## src/rtl/core/hlsh_pkg.sv

```systemverilog
// Package with the transaction types and fixed widths of the LSH multiprobe key block.
`timescale 1ns / 1ps
`default_nettype none
package hlsh_pkg;

    localparam int unsigned PLANE_W = 3;
    localparam int unsigned INDEX_W = 10;
    localparam int unsigned VALUE_W = 16;
    localparam int unsigned PROD_W  = 2 * VALUE_W;
    localparam int unsigned ACC_W   = 48;
    localparam int unsigned KEY_W   = 8;
    localparam int unsigned NUM_W   = 4;

    localparam int unsigned Q_DEPTH = 4;
    localparam int unsigned Q_PTR_W = 2;
    localparam int unsigned Q_CNT_W = 3;

    localparam logic MODE_LOAD = 1'b0;
    localparam logic MODE_FEED = 1'b1;

    typedef struct packed {
        logic                      mode;
        logic [PLANE_W-1:0]        plane_index;
        logic [INDEX_W-1:0]        element_index;
        logic signed [VALUE_W-1:0] value;
        logic                      last_element;
    } t_in_item;

    typedef struct packed {
        logic [KEY_W-1:0] probe_key;
        logic [NUM_W-1:0] probe_number;
        logic             last_probe;
    } t_out_item;

    typedef struct packed {
        logic                      feed;
        logic                      hit;
        logic [PLANE_W-1:0]        plane;
        logic [INDEX_W-1:0]        index;
        logic signed [VALUE_W-1:0] value;
        logic                      last;
    } t_cmd;

endpackage
`default_nettype wire

```

## src/rtl/core/hlsh_emit.sv

```systemverilog
// Key sequencer: sends the primary key and the single-bit-flipped probe keys.
`timescale 1ns / 1ps
`default_nettype none
module hlsh_emit import hlsh_pkg::*; #(
    parameter int unsigned HASHES = 8
) (
    input  wire logic              i_clk,
    input  wire logic              i_rst_n,
    input  wire logic              i_start,
    input  wire logic [HASHES-1:0] i_sig,
    output logic                   o_busy,
    output logic                   o_out_valid,
    input  wire logic              i_out_ready,
    output t_out_item              o_out_data
);

    localparam int unsigned CW = $clog2(HASHES + 1);

    logic              r_active, n_active;
    logic [CW-1:0]     r_cnt, n_cnt;
    logic [HASHES-1:0] r_sig;
    logic              r_out_valid, n_out_valid;
    t_out_item         r_out;
    t_out_item         key;
    logic [HASHES-1:0] flip;
    logic              load;

    always_comb begin
        for (int b = 0; b < HASHES; b++) begin
            flip[b] = (32'(r_cnt) == b + 1);
        end
        key.probe_key    = KEY_W'(r_sig ^ flip);
        key.probe_number = NUM_W'(r_cnt);
        key.last_probe   = (32'(r_cnt) == HASHES);
    end

    assign load = r_active && (!r_out_valid || i_out_ready);

    always_comb begin
        n_active    = r_active;
        n_cnt       = r_cnt;
        n_out_valid = r_out_valid;
        if (i_start) begin
            n_active = 1'b1;
            n_cnt    = '0;
        end
        if (load) begin
            n_out_valid = 1'b1;
            n_cnt       = r_cnt + 1'b1;
            if (32'(r_cnt) == HASHES) begin
                n_active = 1'b0;
            end
        end else if (i_out_ready) begin
            n_out_valid = 1'b0;
        end
    end

    always_ff @(posedge i_clk) begin
        if (!i_rst_n) begin
            r_active    <= 1'b0;
            r_cnt       <= '0;
            r_out_valid <= 1'b0;
        end else begin
            r_active    <= n_active;
            r_cnt       <= n_cnt;
            r_out_valid <= n_out_valid;
        end
    end

    always_ff @(posedge i_clk) begin
        if (i_start) begin
            r_sig <= i_sig;
        end
        if (load) begin
            r_out <= key;
        end
    end

    assign o_busy      = r_active;
    assign o_out_valid = r_out_valid;
    assign o_out_data  = r_out;

    a_start_idle: assert property (@(posedge i_clk) disable iff (!i_rst_n)
        i_start |-> !r_active)
        else $error("new signature arrived during a key sequence");

    a_final_number: assert property (@(posedge i_clk) disable iff (!i_rst_n)
        (r_out_valid && r_out.last_probe) |-> (r_out.probe_number == NUM_W'(HASHES)))
        else $error("final probe key carries the wrong probe number");

endmodule
`default_nettype wire
```

## config.mk

```make
export PLATFORM = sky130hd
export DESIGN_NAME = hlsh_emit
export DESIGN_NICKNAME = d
export VERILOG_FILES = /design/src/rtl/core/hlsh_pkg.sv /design/src/rtl/core/hlsh_emit.sv
export SDC_FILE = /design/constraint.sdc
export NUM_CORES = 1
export LEC_CHECK = 0
export BUFFER_PORTS_ARGS = -buffer_cell sky130_fd_sc_hd__buf_2
export CORE_ASPECT_RATIO = 0.9
export CORE_MARGIN = 4
export CORE_UTILIZATION = 54
export CTS_BUF_LIST = sky130_fd_sc_hd__clkbuf_8 sky130_fd_sc_hd__clkbuf_16
export CTS_CLUSTER_SIZE = 20
export DETAILED_ROUTE_END_ITERATION = 10
export GPL_TIMING_DRIVEN = 0
export PLACE_DENSITY = 0.88
export SYNTH_ARGS = -nofsm -noshare
export SYNTH_HDL_FRONTEND = slang
export SYNTH_SLANG_ARGS = --single-unit
```

## constraint.sdc

```tcl
create_clock -name i_clk -period 3.56 [get_ports i_clk]
set_clock_uncertainty 0.15 [all_clocks]
set_input_delay 0.178 -clock i_clk [delete_from_list [all_inputs] [get_ports i_clk]]
set_output_delay 0.178 -clock i_clk [all_outputs]
set_load 0.02 [all_outputs]
```

==> flow_metrics.env, run 1 <==
export IMPL_boundaryPins=27
export IMPL_synth_seq_cells=27
export IMPL_placement_io_buffers=26
export IMPL_finalHoldViolCount=0
export IMPL_worst_setup_path_end_kind="flop"
export IMPL_worst_slew_pin_slew_ns=0.2902
export IMPL_finish_net_count=131
export IMPL_areaGrowthSynthToFinish_pct=27.34
export IMPL_crit_fanout=14
export IMPL_number_of_nets_with_antenna_violations_after_routing=0
export IMPL_clock_tree_root_cell="clkbuf_8"
export IMPL_yosysMostFrequentCell="edfxtp_1"
export IMPL_grt_start_max_net_pins=15
export IMPL_power_sequential_fraction_pct=61.8
export IMPL_drt_drc_violations_left=0
export IMPL_synth_async_reset_ratio_pct=0
export IMPL_ys_warnings_count=0
export IMPL_sw_frac_of_total_pct=21.55
export IMPL_leakage_nw=0.5558
export IMPL_via_count_of_the_first_global_routing_pass=602
export IMPL_leading_area_contributor_after_synthesis="edfxtp_1"
export IMPL_outcome="finished clean"
export IMPL_routed_via_count=683
export IMPL_period_share_pct=40.29
export IMPL_avgViaCountPerCell=4.914
export IMPL_initial_core_util_pct=56.67
export IMPL_post_synth_inst_count=75
export IMPL_multiInputGateArea_um2=302.8
export IMPL_p_switching_uw=129.1
export IMPL_antenna_violations_before_repair=0
export IMPL_power_report_internal_total_uw=470.0
export IMPL_yosys_top_cells_count="edfxtp_1, nand2_1, xnor2_1"
export IMPL_dpl_instance_area_um2=1246
export IMPL_die_w_um=55.25
export IMPL_synthesis_area_per_instance_um2=14.46
export IMPL_power_density_nw_per_um2=433.8
export IMPL_design_area_um2=1381
export IMPL_register_area_um2=750.7
export IMPL_globalplace_congestion=0.8073
export IMPL_power_clock_fraction_pct=26.7
export IMPL_synth_cell_area_um2=1085
export IMPL_synth_net_count=91
export IMPL_globalRoute_totalOverflow=0
export IMPL_drv_slew=0
export IMPL_setup_viol_count_final=0
export IMPL_cts_htree_levels=1
export IMPL_detail_route_wirelength_mm=1.739
export IMPL_finalWorstPathRequiredPeriod_ns=1.434
export IMPL_wire_per_inst_um=12.51
export IMPL_tns_ns=0
export IMPL_quantity_of_gates_resized_following_cts=0
export IMPL_drt_pre_antenna_iters=4
export IMPL_drt_first_iter_violations=23
export IMPL_dieArea_um2=2791
export IMPL_clk_latency_ns=0.26
export IMPL_detailedPlacementHpwl_mm=1.147
export IMPL_drv_cap=0
export IMPL_floorplan_core_area_um2=1914
export IMPL_cts_path_max_buffers=2
export IMPL_synth_enable_flop_cells=21
export IMPL_total_routing_usage_reported_by_global_routing_pct=13.93
export IMPL_placementRows=15
export IMPL_synth_flop_cell="edfxtp_1"
export IMPL_layout_setup_ws_ns=2.126
export IMPL_crit_required_ns=3.36
export IMPL_post_synth_top_area_fraction_pct=58.13
export IMPL_cts_buffers_inserted=3
export IMPL_criticalPathCategory="flop to flop"
export IMPL_fraction_of_layout_cells_with_a_size_suffix_above_1_pct=30.70
export IMPL_synth_top_cells_by_area="edfxtp_1, dfxtp_1, xnor2_1, ha_1, nand2_1"
export IMPL_pwr_share_comb_pct=11.5
export IMPL_grt_setup_unrepaired="false"
export IMPL_relative_slew_slack_pct=80.66
export IMPL_cts_num_sinks=27
export IMPL_die_height_um=50.52
export IMPL_vdd_ir_drop_worst_mv=0.3474
export IMPL_pre_cts_slack_ns=2.155
export IMPL_maximum_frequency_from_static_timing_analysis_ghz=0.6972
export IMPL_netlist_cell_type_count=25
export IMPL_grt_pass1_wl_mm=2.898
export IMPL_timing_hold_worst_class="input port to flop"
export IMPL_synth_sequential_area_ratio_pct=69.20
export IMPL_clk_pin_slew_ns=0.08
export IMPL_critical_path_startpoint_category="flop"
export IMPL_timing_critical_path_arrival_ns=1.23
export IMPL_antennaDiodeCount=0
export IMPL_fillerInstances=131
export IMPL_tritoncts_clock_tree="built"
cell type report:
type / count / share of cell area [%]
multi-input combinational: 42 / 21.92
tap: 25 / 2.265
clock buffer: 3 / 2.989
sequential: 27 / 54.35
clock inverter: 1 / 0.2717
inverter: 4 / 1.087
timing repair buffer: 35 / 15.94
buffer: 2 / 1.178
worst paths after layout:
check                 from       endpoint  slack (ns)  cells past startpoint
setup / recovery    o_busy  o_out_data[8]        2.13                      2
hold / removal     i_start       r_sig[7]        0.14                      1
setup reg to reg    o_busy  o_out_data[8]        2.13                      2
hold reg to reg   r_cnt[0]  o_out_data[1]        0.39                      0
critical path, cell delays in order (launching register included):
cell	delay, ns
dfxtp_1	0.38
buf_2	0.23
and2_2	0.36
cells by family after synthesis:
group	Yosys count	share of synthesized area [%]
flip-flops	27	69.20
AND/OR/NAND/NOR	18	9.228
AO/OA/AOI/OAI	12	7.613
XOR/XNOR	8	6.459
buffers and inverters	6	2.883
adder cells (fa/ha/maj)	4	4.614
power groups by stage:
stage / logic [mW] / clock network, mW / registers (mW)
final: 0.0691 / 0.160 / 0.370
after CTS: 0.0684 / 0.166 / 0.370
after floorplan: 0.0243 / 0 / 0.391
after global routing: 0.0751 / 0.180 / 0.372
after global placement: 0.0596 / 0 / 0.377
after detailed placement: 0.0608 / 0 / 0.377
metal layers:
| layer | share of wire [%] | routed length [um] | up-vias | track usage, % |
|---|---|---|---|---|
| li1 | - | - | 350 | - |
| met1 | 43 | 755 | 310 | 15.99 |
| met2 | 50 | 863 | 20 | 23.43 |
| met3 | 5.6 | 97 | 3 | 3.599 |
| met4 | 1.3 | 23 | 0 | 8.502 |
| met5 | 0 | 0 | - | 0 |
state kept, by name, summed over array words and instances (netlist names):
register and count:
o_busy 1, o_out_data 13, o_out_valid 1, r_cnt 4
r_sig 8
what timing repair did:
item                                   4_1_cts  5_1_grt
endpoints found under the hold margin        9        0
setup buffers                                0        0
hold buffers                                 9        0
layout by cell type, fill, tap and decap left out, drive strengths merged:
cell and count:
a211oi 1, and2 1, a21o 1, o21a 1, nand3 1, nand2 8
dlygate4sd3 9, buf 28, a31oi 2, nor2 2, and3 2, a311oi 2
and2b 1, o21ai 1, edfxtp 21, a21oi 3, nand3b 2, xnor2 7
ha 4, xor2 1, dfxtp 6, nand2b 1, inv 5, a211o 1
clkbuf 3
metrics by stage:
step / hold slack (ns) / power [mW] / util, % / instances
after global placement: 0.2041 / 0.4361 / 65.10 / 126
after detailed placement: 0.2065 / 0.4382 / 65.10 / 126
after global routing: 0.1325 / 0.6276 / 72.16 / 139
after CTS: 0.1283 / 0.6045 / 72.16 / 139
after floorplan: 0.1269 / 0.4154 / - / 75
final: 0.1355 / 0.5992 / 72.16 / 139
(Power assumes the default switching activity.)
==> run 2: changes to the inputs <==
--- a/config.mk
+++ b/config.mk
@@ -8,12 +8,12 @@
 export BUFFER_PORTS_ARGS = -buffer_cell sky130_fd_sc_hd__buf_2
 export CORE_ASPECT_RATIO = 0.9
 export CORE_MARGIN = 4
-export CORE_UTILIZATION = 54
+export CORE_UTILIZATION = 50
 export CTS_BUF_LIST = sky130_fd_sc_hd__clkbuf_8 sky130_fd_sc_hd__clkbuf_16
 export CTS_CLUSTER_SIZE = 20
 export DETAILED_ROUTE_END_ITERATION = 10
 export GPL_TIMING_DRIVEN = 0
-export PLACE_DENSITY = 0.88
+export PLACE_DENSITY = 0.83
 export SYNTH_ARGS = -nofsm -noshare
 export SYNTH_HDL_FRONTEND = slang
 export SYNTH_SLANG_ARGS = --single-unit
==> constraint.sdc (replaced) <==
create_clock -name i_clk -period 1.4 [get_ports i_clk]
set_clock_uncertainty 0.15 [all_clocks]
set_input_delay 0.07 -clock i_clk [delete_from_list [all_inputs] [get_ports i_clk]]
set_output_delay 0.07 -clock i_clk [all_outputs]
set_load 0.02 [all_outputs]
==> run 2 against run 1 <==
Net effect:
- wire length grew 3.4%
- setup slack lost 2.1 ns
- total power grew to 2.6 times the previous value
- first-iteration DRC count shrank 17%
- worst hold slack lost 0.11 ns
- sequential share of layout area shrank 0.37 points
- sequential cell count is the same
- global-route usage shrank 1.2 points
- utilization shrank 1.8 points
- critical path depth grew 3
- sequential power grew to 2.5 times the previous value
- register-to-register slack lost 2.1 ns
- critical endpoint is now o_out_data[12]
==> flow_metrics.env, run 2 (synthesis results as in run 1) <==
export IMPL_outcome="finished clean"
export IMPL_clk_pin_slew_ns=0.08
export IMPL_drt_first_iter_violations=19
export IMPL_grt_pass1_wl_mm=2.822
export IMPL_avgViaCountPerCell=4.950
export IMPL_die_height_um=52.19
export IMPL_placementRows=15
export IMPL_layout_setup_ws_ns=0.05330
export IMPL_launch_instance_of_the_worst_min_delay_path="i_start"
export IMPL_ff2ff_path_depth=5
export IMPL_pre_cts_slack_ns=-0.02790
export IMPL_timing_rr_start="r_cnt[0]"
export IMPL_grt_start_max_net_pins=15
export IMPL_drt_drc_violations_left=0
export IMPL_clock_tree_root_cell="clkbuf_8"
export IMPL_finalWorstPathRequiredPeriod_ns=1.347
export IMPL_fillerInstances=139
export IMPL_die_w_um=57.10
export IMPL_crit_fanout=5
export IMPL_dieArea_um2=2980
export IMPL_detail_route_wirelength_mm=1.798
export IMPL_cts_path_max_buffers=2
export IMPL_layout_commonest_cell="buf_2"
export IMPL_power_density_nw_per_um2=1094
export IMPL_drv_slew=0
export IMPL_critical_path_max_stage_delay_ns=0.37
export IMPL_timing_hold_worst_path_depth=1
export IMPL_critPathLaunch="r_cnt[0]"
export IMPL_cts_htree_levels=1
export IMPL_fin_cells=139
export IMPL_regToRegEndpoint="o_out_data[12]"
export IMPL_globalRoute_totalOverflow=0
export IMPL_setup_viol_count_final=0
export IMPL_worst_slew_pin_slew_ns=0.2804
export IMPL_placement_io_buffers=26
export IMPL_finalHoldViolCount=0
export IMPL_finish_net_count=131
export IMPL_antenna_violations_before_repair=0
export IMPL_floorplan_core_area_um2=1989
export IMPL_vdd_ir_drop_worst_mv=0.8271
export IMPL_boundaryPins=27
export IMPL_number_of_nets_with_antenna_violations_after_routing=0
export IMPL_cts_num_sinks=27
export IMPL_cpMaxStageDelayCell="dfxtp_4"
export IMPL_routed_via_count=688
export IMPL_final_cell_mix="buf_2, edfxtp_1, dlygate4sd3_1, nand2_1, xnor2_1"
export IMPL_tns_ns=0
export IMPL_largest_register_ff_count=13
export IMPL_fraction_of_layout_cells_with_a_size_suffix_above_1_pct=35.09
export IMPL_fin_util_pct=70.38
export IMPL_leakage_nw=0.5576
export IMPL_worst_setup_path_end_kind="flop"
export IMPL_timing_hold_worst_class="input port to flop"
export IMPL_initial_core_util_pct=54.53
export IMPL_antennaDiodeCount=0
export IMPL_detailedPlacementHpwl_mm=1.253
export IMPL_maximum_frequency_from_static_timing_analysis_ghz=0.7426
export IMPL_areaGrowthSynthToFinish_pct=29.07
export IMPL_tritoncts_clock_tree="built"
export IMPL_wire_per_inst_um=12.94
export IMPL_total_routing_usage_reported_by_global_routing_pct=12.71
export IMPL_postCtsSetupRepairBufs=0
export IMPL_timing_critical_path_arrival_ns=1.22
export IMPL_crit_required_ns=1.27
export IMPL_fin_worst_hold_slack_ns=0.02447
export IMPL_drv_cap=0
export IMPL_via_count_of_the_first_global_routing_pass=679
export IMPL_critical_path_startpoint_category="flop"
export IMPL_post_place_cells=126
export IMPL_cts_buffers_inserted=3
export IMPL_criticalPathCategory="flop to flop"
export IMPL_drt_pre_antenna_iters=4
export IMPL_clk_latency_ns=0.26
export IMPL_globalplace_congestion=0.7441
export IMPL_relative_slew_slack_pct=81.28
export IMPL_period_share_pct=96.19
export IMPL_reg2reg_slack_ns=0.05
export IMPL_timing_critical_path_cells="inv_1 -> ha_2 -> nand2_2 -> nor2_4 -> xor2_1"
export IMPL_worstHoldEndpoint="r_sig[7]"
run 2: final cells by class:
cell class | count | area (um2) | share of cell area [%]
Buffer | 2 | 16.27 | 1.162
Clock inverter | 1 | 3.754 | 0.2681
Clock buffer | 3 | 41.29 | 2.949
Timing Repair Buffer | 35 | 220.2 | 15.73
Sequential cell | 27 | 755.7 | 53.98
Multi-Input combinational cell | 42 | 316.6 | 22.61
Inverter | 4 | 15.01 | 1.072
Tap cell | 25 | 31.28 | 2.234
run 2: worst max-delay path by stage:
stage | endpoint | slack (ns) | cells after the start
floorplan | o_out_data[0] | 0.04 | 2
global placement | o_out_data[12] | -0.003 | 5
detailed placement | o_out_data[12] | -0.03 | 5
CTS | o_out_data[12] | 0.02 | 5
global route | o_out_data[12] | -0.02 | 5
finish | o_out_data[12] | 0.05 | 5
run 2: critical path: cells and delay by family, from the launching register on:
family,cells,cell delay (ns)
xor gates and xnor gates,1,0.07
buffers and inverters,1,0.12
adders and majority gates,1,0.21
and+or+nand+nor,2,0.18
DFF,1,0.37
run 2: through the flow:
stage | total power [mW] | instance area (um2)
after floorplan | 1.058 | 1086
after global placement | 1.111 | 1247
after detailed placement | 1.119 | 1247
after CTS | 1.536 | 1388
after global routing | 1.583 | 1400
final | 1.531 | 1400
run 2: per-layer routing:
metal  vias up  routed length (um)  part of all wire (%)  track usage (%)
li1        348                   -                     -                -
met1       311                 755                    42            14.40
met2        25                 888                    49            21.48
met3         4                 105                   5.8            2.709
met4         0                  49                   2.7            8.880
met5         -                   0                     0                0
run 2: what timing repair did:
item	4_1_cts	5_1_grt
resized for setup	3	4
hold buffers	9	0
setup endpoints to repair	1	1
endpoints found under the hold margin	14	0
run 2: power by group:
group	switching [mW]	total (mW)	internal (mW)
clock	0.215	0.411	0.196
sequential	0.0209	0.942	0.921
combinational	0.0981	0.178	0.0802
==> run 3: changes to the inputs <==
--- a/config.mk
+++ b/config.mk
@@ -7,7 +7,6 @@
 export LEC_CHECK = 0
 export BUFFER_PORTS_ARGS = -buffer_cell sky130_fd_sc_hd__buf_2
 export CORE_ASPECT_RATIO = 0.9
-export CORE_MARGIN = 4
 export CORE_UTILIZATION = 50
 export CTS_BUF_LIST = sky130_fd_sc_hd__clkbuf_8 sky130_fd_sc_hd__clkbuf_16
 export CTS_CLUSTER_SIZE = 20
==> run 3 against run 2 <==
Net effect:
- final cell count unchanged
- worst hold slack worse by 0.0040 ns
- total power up 0.17%
- first-iteration DRC count decreased by 5.3%
==> flow_metrics.env, run 3 (synthesis results as in run 1) <==
export IMPL_relative_slew_slack_pct=81.33
export IMPL_design_area_um2=1394
export IMPL_areaGrowthSynthToFinish_pct=28.49
export IMPL_fillerInstances=145
export IMPL_power_clock_fraction_pct=27.1
export IMPL_critical_path_max_stage_delay_ns=0.37
export IMPL_cts_buffers_inserted=3
export IMPL_regToRegEndpoint="o_out_data[9]"
export IMPL_pwr_share_comb_pct=11.4
export IMPL_wire_per_inst_um=11.86
export IMPL_power_sequential_fraction_pct=61.4
export IMPL_globalplace_congestion=0.7533
export IMPL_placement_io_buffers=26
export IMPL_maximum_frequency_from_static_timing_analysis_ghz=0.7519
export IMPL_leakage_nw=0.5540
export IMPL_drv_cap=0
export IMPL_cts_num_sinks=27
export IMPL_power_density_nw_per_um2=1100
export IMPL_timing_hold_worst_class="input port to flop"
export IMPL_dieArea_um2=2360
export IMPL_grt_setup_unrepaired="false"
export IMPL_via_count_of_the_first_global_routing_pass=616
export IMPL_outcome="finished clean"
export IMPL_globalRoute_totalOverflow=0
export IMPL_detail_route_wirelength_mm=1.649
export IMPL_total_power_mw=1.534
export IMPL_die_w_um=51.10
export IMPL_clk_latency_ns=0.27
export IMPL_initial_core_util_pct=55.05
export IMPL_largest_register_ff_count=13
export IMPL_crit_fanout=14
export IMPL_post_place_cells=126
export IMPL_finish_net_count=131
export IMPL_antennaDiodeCount=0
export IMPL_detailedPlacementHpwl_mm=1.201
export IMPL_avgViaCountPerCell=4.914
export IMPL_timing_rr_start="o_busy"
export IMPL_postCtsSetupRepairBufs=0
export IMPL_number_of_nets_with_antenna_violations_after_routing=0
export IMPL_worst_setup_path_end_kind="flop"
export IMPL_clk_pin_slew_ns=0.08
export IMPL_cts_htree_levels=1
export IMPL_timing_critical_path_buf_inv=1
export IMPL_cts_path_max_buffers=2
export IMPL_grt_pass1_wl_mm=2.594
export IMPL_crit_required_ns=1.22
export IMPL_routed_via_count=683
export IMPL_drt_pre_antenna_iters=4
export IMPL_reg2reg_slack_ns=0.07
export IMPL_antenna_violations_before_repair=0
export IMPL_launch_instance_of_the_worst_min_delay_path="i_start"
export IMPL_die_height_um=46.19
export IMPL_power_report_internal_total_mw=1.199
export IMPL_final_cell_mix="buf_2, edfxtp_1, dlygate4sd3_1, nand2_1, xnor2_1"
export IMPL_boundaryPins=27
export IMPL_fin_cells=139
export IMPL_cpMaxStageDelayCell="dfxtp_1"
export IMPL_drt_drc_violations_left=0
export IMPL_p_switching_uw=334.4
export IMPL_placementRows=15
export IMPL_drv_slew=0
export IMPL_worstHoldEndpoint="r_sig[4]"
export IMPL_tritoncts_clock_tree="built"
export IMPL_sw_frac_of_total_pct=21.80
export IMPL_tns_ns=0
export IMPL_finalWorstPathRequiredPeriod_ns=1.330
export IMPL_drt_first_iter_violations=18
export IMPL_worst_slew_pin_slew_ns=0.2796
export IMPL_timing_hold_worst_path_depth=1
export IMPL_floorplan_core_area_um2=1971
export IMPL_clock_tree_root_cell="clkbuf_8"
export IMPL_dpl_instance_area_um2=1247
export IMPL_ff2ff_path_depth=2
export IMPL_vdd_ir_drop_worst_mv=0.7882
export IMPL_layout_commonest_cell="buf_2"
export IMPL_criticalPathCategory="flop to flop"
export IMPL_timing_critical_path_arrival_ns=1.15
export IMPL_total_routing_usage_reported_by_global_routing_pct=16.11
export IMPL_finalHoldViolCount=0
export IMPL_critical_path_top_delay_family="flip-flops"
export IMPL_setup_viol_count_final=0
export IMPL_critical_path_startpoint_category="flop"
export IMPL_timing_critical_path_cells="buf_2 -> and2_4"
export IMPL_fraction_of_layout_cells_with_a_size_suffix_above_1_pct=36.84
export IMPL_period_share_pct=94.99
export IMPL_grt_start_max_net_pins=16
[run 3: what timing repair did]
item,4_1_cts,5_1_grt
pin swaps,0,1
hold buffers,9,0
endpoints found under the setup margin,1,1
hold endpoints to repair,14,0
resized for setup,3,4
[run 3: how the worst max path moves through the flow]
stage	start	to	slack (ns)	cells past startpoint
finish	o_busy	o_out_data[9]	0.07	2
global route	o_busy	o_out_data[10]	0.009	2
CTS	r_cnt[0]	o_out_data[12]	0.04	5
detailed placement	r_cnt[0]	o_out_data[12]	-0.02	5
global placement	r_cnt[0]	o_out_data[12]	0.002	5
floorplan	o_busy	o_out_data[0]	0.04	2
[run 3: worst reg2reg max path: cells and delay by family (launching register included)]
kind          cells  cell delay [ns]
buf+inv           1             0.22
flops             1             0.37
simple gates      1             0.28
[run 3: cell type report]
class	instances	area, um2	share of cell area (%)
Clock inverter	1	5.005	0.3591
Timing Repair Buffer	35	220.2	15.80
Buffer	2	16.27	1.167
Clock buffer	3	41.29	2.962
Tap cell	25	31.28	2.244
Multi-Input combinational cell	42	309.0	22.17
Sequential cell	27	755.7	54.22
Inverter	4	15.01	1.077
[run 3: metal layers]
layer  global-route usage, %  up-vias  routed length (um)
li1                        -      345                   -
met1                   18.44      303                 671
met2                   25.53       30                 841
met3                   5.941        5                 109
met4                   11.11        0                  26
met5                       0        -                   0
[run 3: power by group through the flow]
stage                     registers, mW  logic [mW]  clock network [mW]
after floorplan                   0.994      0.0634                   0
after global placement            0.958       0.152                   0
after detailed placement          0.961       0.156                   0
after CTS                         0.943       0.176               0.430
after global routing              0.948       0.191               0.457
final                             0.942       0.175               0.416
[run 3: per-stage QoR]
step | util (%) | hold slack, ns | setup WS [ns]
CTS | 70.48 | 0.01625 | 0.03637
global placement | 63.30 | 0.09640 | 0.002016
global route | 70.73 | 0.02129 | 0.008568
floorplan | - | 0.01887 | 0.03741
finish | 70.73 | 0.02052 | 0.07011
detailed placement | 63.30 | 0.09810 | -0.02250
